## src/ccp_ram.sv

```systemverilog
// Generic single-write, single-read RAM with registered read data.
// Standalone; sized by its parameters.
module ccp_ram #(
    parameter int WIDTH     = 8,
    parameter int DEPTH     = 16,
    parameter int ADDR_BITS = $clog2(DEPTH)
) (
    input  logic                 i_clk,
    input  logic                 i_wr_en,
    input  logic [ADDR_BITS-1:0] i_wr_addr,
    input  logic [WIDTH-1:0]     i_wr_data,
    input  logic                 i_rd_en,
    input  logic [ADDR_BITS-1:0] i_rd_addr,
    output logic [WIDTH-1:0]     o_rd_data
);

    logic [WIDTH-1:0] r_mem [DEPTH];
    logic [WIDTH-1:0] r_rd_data;

    always_ff @(posedge i_clk) begin
        if (i_wr_en) begin
            r_mem[i_wr_addr] <= i_wr_data;
        end
        if (i_rd_en) begin
            r_rd_data <= r_mem[i_rd_addr];
        end
    end

    assign o_rd_data = r_rd_data;

endmodule

```

## config.mk

```make
export PLATFORM = sky130hd
export DESIGN_NAME = ccp_ram
export DESIGN_NICKNAME = d
export VERILOG_FILES = /design/src/ccp_ram.sv
export SDC_FILE = /design/constraint.sdc
export NUM_CORES = 1
export LEC_CHECK = 0
export BUFFER_PORTS_ARGS = -buffer_cell sky130_fd_sc_hd__buf_2
export CAP_MARGIN = 20
export CORE_ASPECT_RATIO = 1.2
export CORE_UTILIZATION = 29
export CTS_CLUSTER_DIAMETER = 60
export CTS_CLUSTER_SIZE = 8
export DETAILED_ROUTE_END_ITERATION = 16
export HOLD_SLACK_MARGIN = 0.12
export SETUP_SLACK_MARGIN = 0.5
export SLEW_MARGIN = 20
export SYNTH_ARGS = -nofsm -noshare
export SYNTH_HDL_FRONTEND = slang
export SYNTH_SLANG_ARGS = --single-unit
```

## constraint.sdc

```tcl
create_clock -name i_clk -period 1.6 [get_ports i_clk]
set_clock_uncertainty 0.05 [all_clocks]
set_input_delay 0.08 -clock i_clk [delete_from_list [all_inputs] [get_ports i_clk]]
set_output_delay 0.08 -clock i_clk [all_outputs]
set_load 0.1 [all_outputs]
```

==> flow_summary.rst <==
.. list-table::
   :header-rows: 1

   * - Metric
     - Value
   * - Initial DRT Pass Iterations
     - 4
   * - Class of the tightest hold or removal check
     - primary input to register
   * - Antenna fix cells
     - 0
   * - Post-Synthesis Mean Instance Area
     - 22.83 sq um
   * - Largest fanout of any net on the critical path
     - 1
   * - Number of top-level pins
     - 27
   * - Weighted congestion reported at the end of routability-driven placement
     - 0.6912
   * - Unrepaired setup endpoints after global routing
     - true
   * - Number of antenna violations at the first check in global routing
     - 0
   * - Vertical die dimension
     - 149.1 um
   * - Final period demand of the worst path
     - between 1 and 1.5 ns
   * - Top-count cell post-synth
     - edfxtp_1
   * - FFs w/ async S/R, synth
     - 0
   * - Final Net Count
     - 313
   * - Total routing usage reported by global routing
     - 0.1232
   * - Vias in the first global route
     - approximately 2.8k
   * - Violation count after the first detailed-route iteration
     - roughly 300
   * - Postcts setup bufs
     - 0
   * - Post-detailed-route count of antenna-violating nets
     - 0
   * - Wire length of the first global-routing pass
     - around 16000 um
   * - Period utilization
     - 0.9189
   * - Data arrival time of the critical path
     - 1.58 ns
   * - Total number of vias
     - 2504
   * - Pin count of the biggest net entering global routing
     - 20
   * - Number of synthesis warnings
     - 0
   * - Sequential-to-total area share from yosys stat
     - 0.7812
   * - Most frequent cells after synthesis
     - edfxtp_1, mux4_2, a22oi_1, mux4_1, nor2_1
   * - Clock latency reported for the late side of the worst-skew pair
     - 0.41 ns
   * - Startpoint of the worst-slack reg-to-reg timing path
     - r_mem[1][7]
   * - R2r worst-path depth
     - 3
   * - Worst r2r dst
     - o_rd_data[7]
   * - Type of the worst setup path
     - register to register
   * - Mean routed wirelength per cell
     - just over 20 um
   * - Area of the placeable core
     - 0.01757 sq mm
   * - Sum of negative setup slack
     - 0 ns
   * - Flop and latch count out of synthesis
     - 136
   * - HPWL reported at the end of detailed placement
     - between 7000 and 8000 um
   * - Final-report hold violation count
     - 0
   * - Number of distinct library cells after synthesis
     - 18
   * - Post-synth top area share
     - 0.7812
   * - Actual slew at the worst max-slew pin
     - 0.5121 ns
   * - Total detailed-routing wirelength
     - around 11000 um
   * - Gate Count Post-Synth
     - 229
   * - Cell type with the largest total area after synthesis
     - edfxtp_1
   * - Final count of negative-setup-slack endpoints
     - 0
   * - Required time of the worst setup path
     - 1.71 ns
   * - Cell leakage power
     - 2.134 nW
   * - Final Core Density
     - 0.3704
   * - Outcome
     - finished clean
   * - Num rows
     - 53
   * - Cell total after placement
     - 486
   * - Placed instance area
     - 0.005741 sq mm
   * - Maximum resistive drop on vdd
     - between 800 and 900 uV
   * - Number of maximum-capacitance constraint violations
     - 0
   * - TritonCTS clock tree
     - yes
   * - Max Slew Vio Count
     - 0
   * - Routed via count divided by cell count
     - between 4 and 5
   * - Achievable Freq
     - roughly 680 MHz
   * - Leading cell types by total area after synthesis
     - edfxtp_1, mux4_2, mux4_1, a22oi_1, nor2_1
   * - Most used flip-flop cell after synthesis
     - edfxtp_1
   * - Total die area
     - 0.01857 sq mm
   * - Nature of the critical path startpoint
     - register
   * - Cell area after synthesis
     - 0.005228 sq mm
   * - Remaining design rule violation count
     - 0
   * - IO Port Bufs
     - 26
   * - CP Capture Type
     - register
   * - Post-Layout Cell Count
     - 527
   * - Endpoint of the most critical setup path
     - o_rd_data[7]
   * - Number of levels in the clock H-tree
     - 4
   * - Clock sink count
     - 136
   * - PnR Total Power
     - between 0.008 and 0.009 W
   * - CTS root buffer
     - clkbuf_16
   * - Worst-case clock buffer depth
     - 2
   * - Final design instance area without fill
     - 0.006509 sq mm
   * - Total clock buffers created by CTS
     - 17
   * - Reg2Reg Setup Slack
     - ~0.13 ns
   * - Initial core utilization
     - 0.2975
   * - Crit path launch
     - r_mem[1][7]
   * - Share of final-layout standard cells stronger than drive strength 1
     - 0.3909
   * - PD cells
     - approximately 1300 mW/mm^2
   * - Number of enable-type register cells in the synthesized netlist
     - 136
   * - Post-Syn Nets
     - roughly 250
   * - Relative area change from synthesis to final layout
     - 24.51%
   * - Normalized max-slew margin
     - 0.6586
   * - Remaining Overflow, GRT
     - 0
   * - Clock slew at reported path FFs
     - 0.06 ns
   * - Die Width
     - 124.6 um
-- area by class of cell --
class,instances,area [sq um]
Sequential cell,136,4084
Multi-Input combinational cell,83,1091
Clock inverter,12,156.4
Timing Repair Buffer,56,465.4
Clock buffer,20,436.7
Tap cell,220,275.3
Fill cell,1578,11060
-- cells by family after synthesis --
family,Yosys count,synth area share
DFF,136,0.7812
and+or+nand+nor,35,0.03136
muxes,32,0.1479
AOI/OAI and AO/OA,16,0.02298
buffers and inverters,10,0.01651
-- report_power, final --
part,internal (W),leakage [nW],switching [W]
clock,0.00257,0.294,0.00133
combinational,0.000213,0.604,0.000357
sequential,0.00402,1.24,0.0000263
total,0.00680,2.13,0.00172
-- routing by layer --
layer / track usage / vias to the layer above / share of wire
met5: 0 / - / 0
met4: 0.05723 / 0 / 0.018
met3: 0.03264 / 16 / 0.064
met2: 0.1983 / 86 / 0.50
met1: 0.1557 / 1305 / 0.42
li1: - / 1097 / -
-- worst min path at each step --
stage | from | to | slack (ns) | depth (start not counted)
floorplan | i_wr_data[0] | r_mem[0][0] | 0.13 | 0
CTS | i_wr_addr[3] | r_mem[3][4] | 0.20 | 3
global placement | i_wr_data[0] | r_mem[6][0] | 0.40 | 1
finish | i_wr_addr[3] | r_mem[2][1] | 0.20 | 3
detailed placement | i_rd_en | o_rd_data[2] | 0.43 | 1
global route | i_wr_addr[3] | r_mem[2][1] | 0.22 | 3
-- stage by stage --
stage	hold WS (ns)	setup slack [ns]
4_1_cts	0.1963	0.1358
3_5_place_dp	0.4288	-0.08141
2_1_floorplan	0.1289	0.2675
6_report	0.2033	0.1298
5_1_grt	0.2169	0.07374
3_3_place_gp	0.4036	-0.1019
-- worst max-delay path, cell delays in order, from the launching register on --
cell	delay (ns)
edfxtp_1	0.39
mux4_2	0.47
a22oi_2	0.22
nand2_1	0.09
-- placed cells by master, fill, tap and decap left out, types with 5 or more instances in the layout --
master,count
buf_6,8
nor2_1,10
a22oi_2,7
clkinv_2,5
clkbuf_16,17
dlygate4sd3_1,9
edfxtp_1,136
nand2_1,9
buf_2,18
mux4_2,32
a22oi_1,9
buf_4,18
-- flip-flops by register name, indices dropped and copies added, names as in the netlist --
| register | count |
|---|---|
| o_rd_data | 8 |
| r_mem | 128 |
-- timing repair --
action / in CTS / in global routing
resized for setup: 22 / 1
setup endpoints to repair: 16 / 16
pin swaps: 0 / 1
hold buffers: 9 / 0
endpoints found under the hold margin: 136 / 0
Note: power is estimated with default switching activity, not from simulation.
