--- src/ccp_pkg.sv ---
// Package for the compaction copy planner: sizing constants, beat payload
// structs, table entry type and sequencer state codes. No dependencies.
package ccp_pkg;

    localparam int MAX_CHUNKS  = 256;
    localparam int OFFSET_BITS = 40;
    localparam int IDX_BITS    = $clog2(MAX_CHUNKS);
    localparam int CNT_BITS    = IDX_BITS + 1;
    localparam int ENTRY_BITS  = 2 * OFFSET_BITS;

    typedef logic [OFFSET_BITS-1:0] t_ofs;
    typedef logic [OFFSET_BITS:0]   t_ofs_cy;

    typedef struct packed {
        t_ofs chunk_size;
        t_ofs chunk_offset;
        logic last_chunk;
    } t_in_item;

    typedef struct packed {
        logic staged;
        t_ofs copy_size;
        t_ofs source_offset;
        t_ofs dest_offset;
        t_ofs stage_offset;
        t_ofs stage_total;
        logic table_full;
        logic run_end;
    } t_out_item;

    typedef struct packed {
        t_ofs offset;
        t_ofs size;
    } t_entry;

    typedef enum logic [3:0] {
        ST_IDLE   = 4'b0001,
        ST_CHECK  = 4'b0010,
        ST_SEARCH = 4'b0100,
        ST_DONE   = 4'b1000
    } t_state;

endpackage

--- src/ccp_cmp.sv ---
// Shared overlap compare: tests one stored direct chunk against the
// destination range of the current chunk. Depends on ccp_pkg.
module ccp_cmp (
    input  ccp_pkg::t_entry  i_entry,
    input  ccp_pkg::t_ofs    i_pre,
    input  ccp_pkg::t_ofs_cy i_dest_end,
    output logic             o_hit
);
    import ccp_pkg::*;

    t_ofs_cy src_end;

    // exact sums: the carry bit keeps an overflowing sum larger than any offset
    assign src_end = {1'b0, i_entry.offset} + {1'b0, i_entry.size};
    assign o_hit   = (src_end > {1'b0, i_pre}) && (i_dest_end > {1'b0, i_entry.offset});

endmodule

--- config.mk ---
export PLATFORM = sky130hd
export DESIGN_NAME = ccp_cmp
export DESIGN_NICKNAME = d
export VERILOG_FILES = /design/src/ccp_pkg.sv /design/src/ccp_cmp.sv
export SDC_FILE = /design/constraint.sdc
export NUM_CORES = 1
export LEC_CHECK = 0
export ABC_AREA = 1
export BUFFER_PORTS_ARGS = -buffer_cell sky130_fd_sc_hd__buf_2
export CELL_PAD_IN_SITES_DETAIL_PLACEMENT = 1
export CELL_PAD_IN_SITES_GLOBAL_PLACEMENT = 2
export CORE_AREA = 2 2 146 148
export DETAILED_ROUTE_END_ITERATION = 8
export DIE_AREA = 0 0 148 150
export PLACE_DENSITY = 0.77
export SYNTH_ARGS = -nofsm -noshare
export SYNTH_HDL_FRONTEND = slang
export SYNTH_SLANG_ARGS = --single-unit
export TNS_END_PERCENT = 10
--- constraint.sdc ---
create_clock -name vclk -period 4
set_clock_uncertainty 0.1 [all_clocks]
set_input_delay 0.8 -clock vclk [all_inputs]
set_output_delay 0.8 -clock vclk [all_outputs]
set_load 0.02 [all_outputs]
==> results.sh <==
export IMPL_grt_pass1_vias=6764
export IMPL_tns_ns=-0.750
export IMPL_synth_top_family_by_area="simple AND/OR/NAND/NOR gates"
export IMPL_leakage_uw=0.00434
export IMPL_row_count=53
export IMPL_antenna_found_initial=0
export IMPL_placed_cell_area_sq_um=7390
export IMPL_fin_crit_ns=4.75
export IMPL_path_class="primary input to primary output"
export IMPL_hold_path_class="primary input to primary output"
export IMPL_start_util=0.235
export IMPL_grt_max_degree=6
export IMPL_yosysSeqAreaShare=0
export IMPL_fin_util=0.364
export IMPL_syn_inst=818
export IMPL_overflow=0
export IMPL_grt_pass1_wl_um=32600
export IMPL_synth_simple_area_share=0.330
export IMPL_worst_slew_pin_slew_ns=0.464
export IMPL_yosys_mux_area_fraction=0
export IMPL_cp_end_kind="primary output"
export IMPL_yosys_warnings=0
export IMPL_final_cell_area_sq_um=7540
export IMPL_pin_count=162
export IMPL_dr_pass1_iters=4
export IMPL_slew_headroom=0.686
export IMPL_dieHeight_um=150
export IMPL_violations="negative setup slack"
export IMPL_hold_viol_final=0
export IMPL_routedWlPerCell_um=14.0
export IMPL_viasPerCell=4.43
export IMPL_gp_congestion=0.879
export IMPL_synthAdderAreaFrac=0.313
export IMPL_cp_required_ns=3.10
export IMPL_cp_max_fo=3
export IMPL_start_kind="primary input"
export IMPL_dieArea_sq_um=22200
export IMPL_yosysUniqueCellTypes=38
export IMPL_synth_compound_area_frac=0.175
export IMPL_seq_cells=0
export IMPL_dpl_hpwl_um=18900
export IMPL_drv_cap=0
export IMPL_drtIter0Drc=138
export IMPL_fin_nets=1446
export IMPL_diodes=0
export IMPL_syn_area_sq_um=4860
export IMPL_fin_crit_sh=1.19
export IMPL_crit_arrival_ns=3.85
export IMPL_num_vias=6364
export IMPL_synth_xor_area_share=0.0613
export IMPL_power_density_nw_per_um2=159
export IMPL_clock_fmax_mhz=211
export IMPL_setup_ws_ns=-0.750
export IMPL_rsz0062_at_grt="yes"
export IMPL_ir_drop_v=0.0000396
export IMPL_drc=0
export IMPL_fillers=2783
export IMPL_die_x_um=148
export IMPL_final_max_slew_viol_count=0
export IMPL_areaGrowthSynthToFinish_pct=55.3
export IMPL_synth_avg_cell_area_sq_um=5.94
export IMPL_clock_buffers=0
export IMPL_core_sq_um=20700
export IMPL_finalWirelength_um=20100
export IMPL_drive_above_1_share=0.365
export IMPL_finalSetupViolCount=1
export IMPL_synth_fp_nets=1100
export IMPL_grt_use_total=0.179
export IMPL_register_area_sq_um=0
export IMPL_hold_path_depth=8
export IMPL_dp_worst_setup_slack_ns=-0.970
export IMPL_status="complete, but fails checks"
export IMPL_io_buffers=162
export IMPL_ant_nets=0
==> cells in the final DEF (no fill, tap or decap), types with 5 or more instances in the layout <==
master,instances
buf_4,182
nand4_1,16
o21bai_1,5
a21oi_1,68
nor2_2,15
nor2_1,66
o21a_1,5
buf_2,159
a21oi_2,12
nand2_2,14
nand3_1,29
a21o_1,8
xnor2_1,8
xor2_1,26
o21ai_1,5
nor3_1,10
inv_1,146
inv_2,10
ha_1,117
o21ai_0,23
nand2_1,189
nand3_2,6
==> worst max-delay path: stages <==
cell and delay, ns:
buf_2 0.10, ha_1 0.32, a21oi_1 0.23, o21ai_0 0.20, a21oi_1 0.24, nand3_2 0.17, xor2_1 0.18, ha_1 0.29
nand2_1 0.07, nor2_2 0.14, nand4_1 0.20, nor2_2 0.21, nand2_1 0.07, nand3_1 0.07, nand2_1 0.05, nand2_1 0.06
nand2_1 0.05, nand2_1 0.06, nand2_2 0.07, a21oi_4 0.13, buf_6 0.13
==> synth_stat cells (2+ instances only) <==
| cell type | number | area, sq um |
|---|---|---|
| nor2_2 | 8 | 50.1 |
| o211ai_1 | 2 | 15.0 |
| o21bai_2 | 2 | 22.5 |
| o21ai_2 | 3 | 26.3 |
| a21o_1 | 8 | 60.1 |
| xor2_1 | 26 | 228 |
| nor4b_1 | 2 | 17.5 |
| o21ai_0 | 25 | 125 |
| nor2_1 | 74 | 278 |
| nand2_1 | 195 | 732 |
| nor3_2 | 3 | 30.0 |
| a31oi_1 | 3 | 18.8 |
| ha_1 | 120 | 1500 |
| a21oi_2 | 10 | 87.6 |
| o21bai_1 | 5 | 37.5 |
| o21ai_1 | 3 | 15.0 |
| nand2_2 | 8 | 50.1 |
| nor4_1 | 4 | 25.0 |
| nor3_1 | 10 | 50.1 |
| nand4_1 | 16 | 100 |
| a211oi_1 | 2 | 15.0 |
| a21oi_1 | 73 | 365 |
| inv_2 | 6 | 22.5 |
| nand3_1 | 31 | 155 |
| nand3b_1 | 3 | 22.5 |
| o21a_1 | 5 | 37.5 |
| xnor2_1 | 8 | 70.1 |
| inv_1 | 150 | 563 |
| nand3_2 | 4 | 40.0 |
==> where the power goes <==
part	total, uW	switching [uW]	internal, uW
clock network	0	0	0
registers	0	0	0
logic	1200	624	574
==> metal layers <==
layer  vias up  GRT usage  share of wire
met5         -          0              0
met4         0    0.00238         0.0014
met3         2    0.00823          0.038
met2       103      0.332           0.48
met1      2882      0.243           0.48
li1       3377          -              -
==> area by class of cell <==
cell class	instances	area (sq um)	share of cell area
repair buffers	344	2200	0.291
inverters	156	586	0.0777
well taps	275	344	0.0456
multi-input cells	662	4420	0.586
==> worst paths after layout <==
check	startpoint	endpoint	slack (ns)
worst min-delay path	i_pre[36]	o_hit	2.24
worst max-delay path	i_entry[23]	o_hit	-0.75
==> kinds of logic (layout without fill, tap and decap cells) <==
kind of cell / after synthesis / after routing
simple gates: 363 / 363
buf+inv: 156 / 500
compound gates: 144 / 144
fa+ha+maj: 121 / 121
xor+xnor: 34 / 34
==> timing repair <==
item | CTS | global route
hold buffers | 0 | 0
setup endpoints to repair | 1 | 1
pin swaps | 20 | 5
buffers inserted | 2 | 1
resized for setup | 32 | 3
hold endpoints to repair | 0 | 0
==> stage by stage <==
step / instances / hold slack, ns / total power, uW
final: 1437 / 2.24 / 1200
after global routing: 1437 / 2.31 / 1360
after global placement: 1434 / 2.25 / 1140
after floorplan: 818 / 1.91 / 612
after detailed placement: 1434 / 2.27 / 1170
after CTS: 1436 / 2.25 / 1210
(Power assumes the default switching activity.)
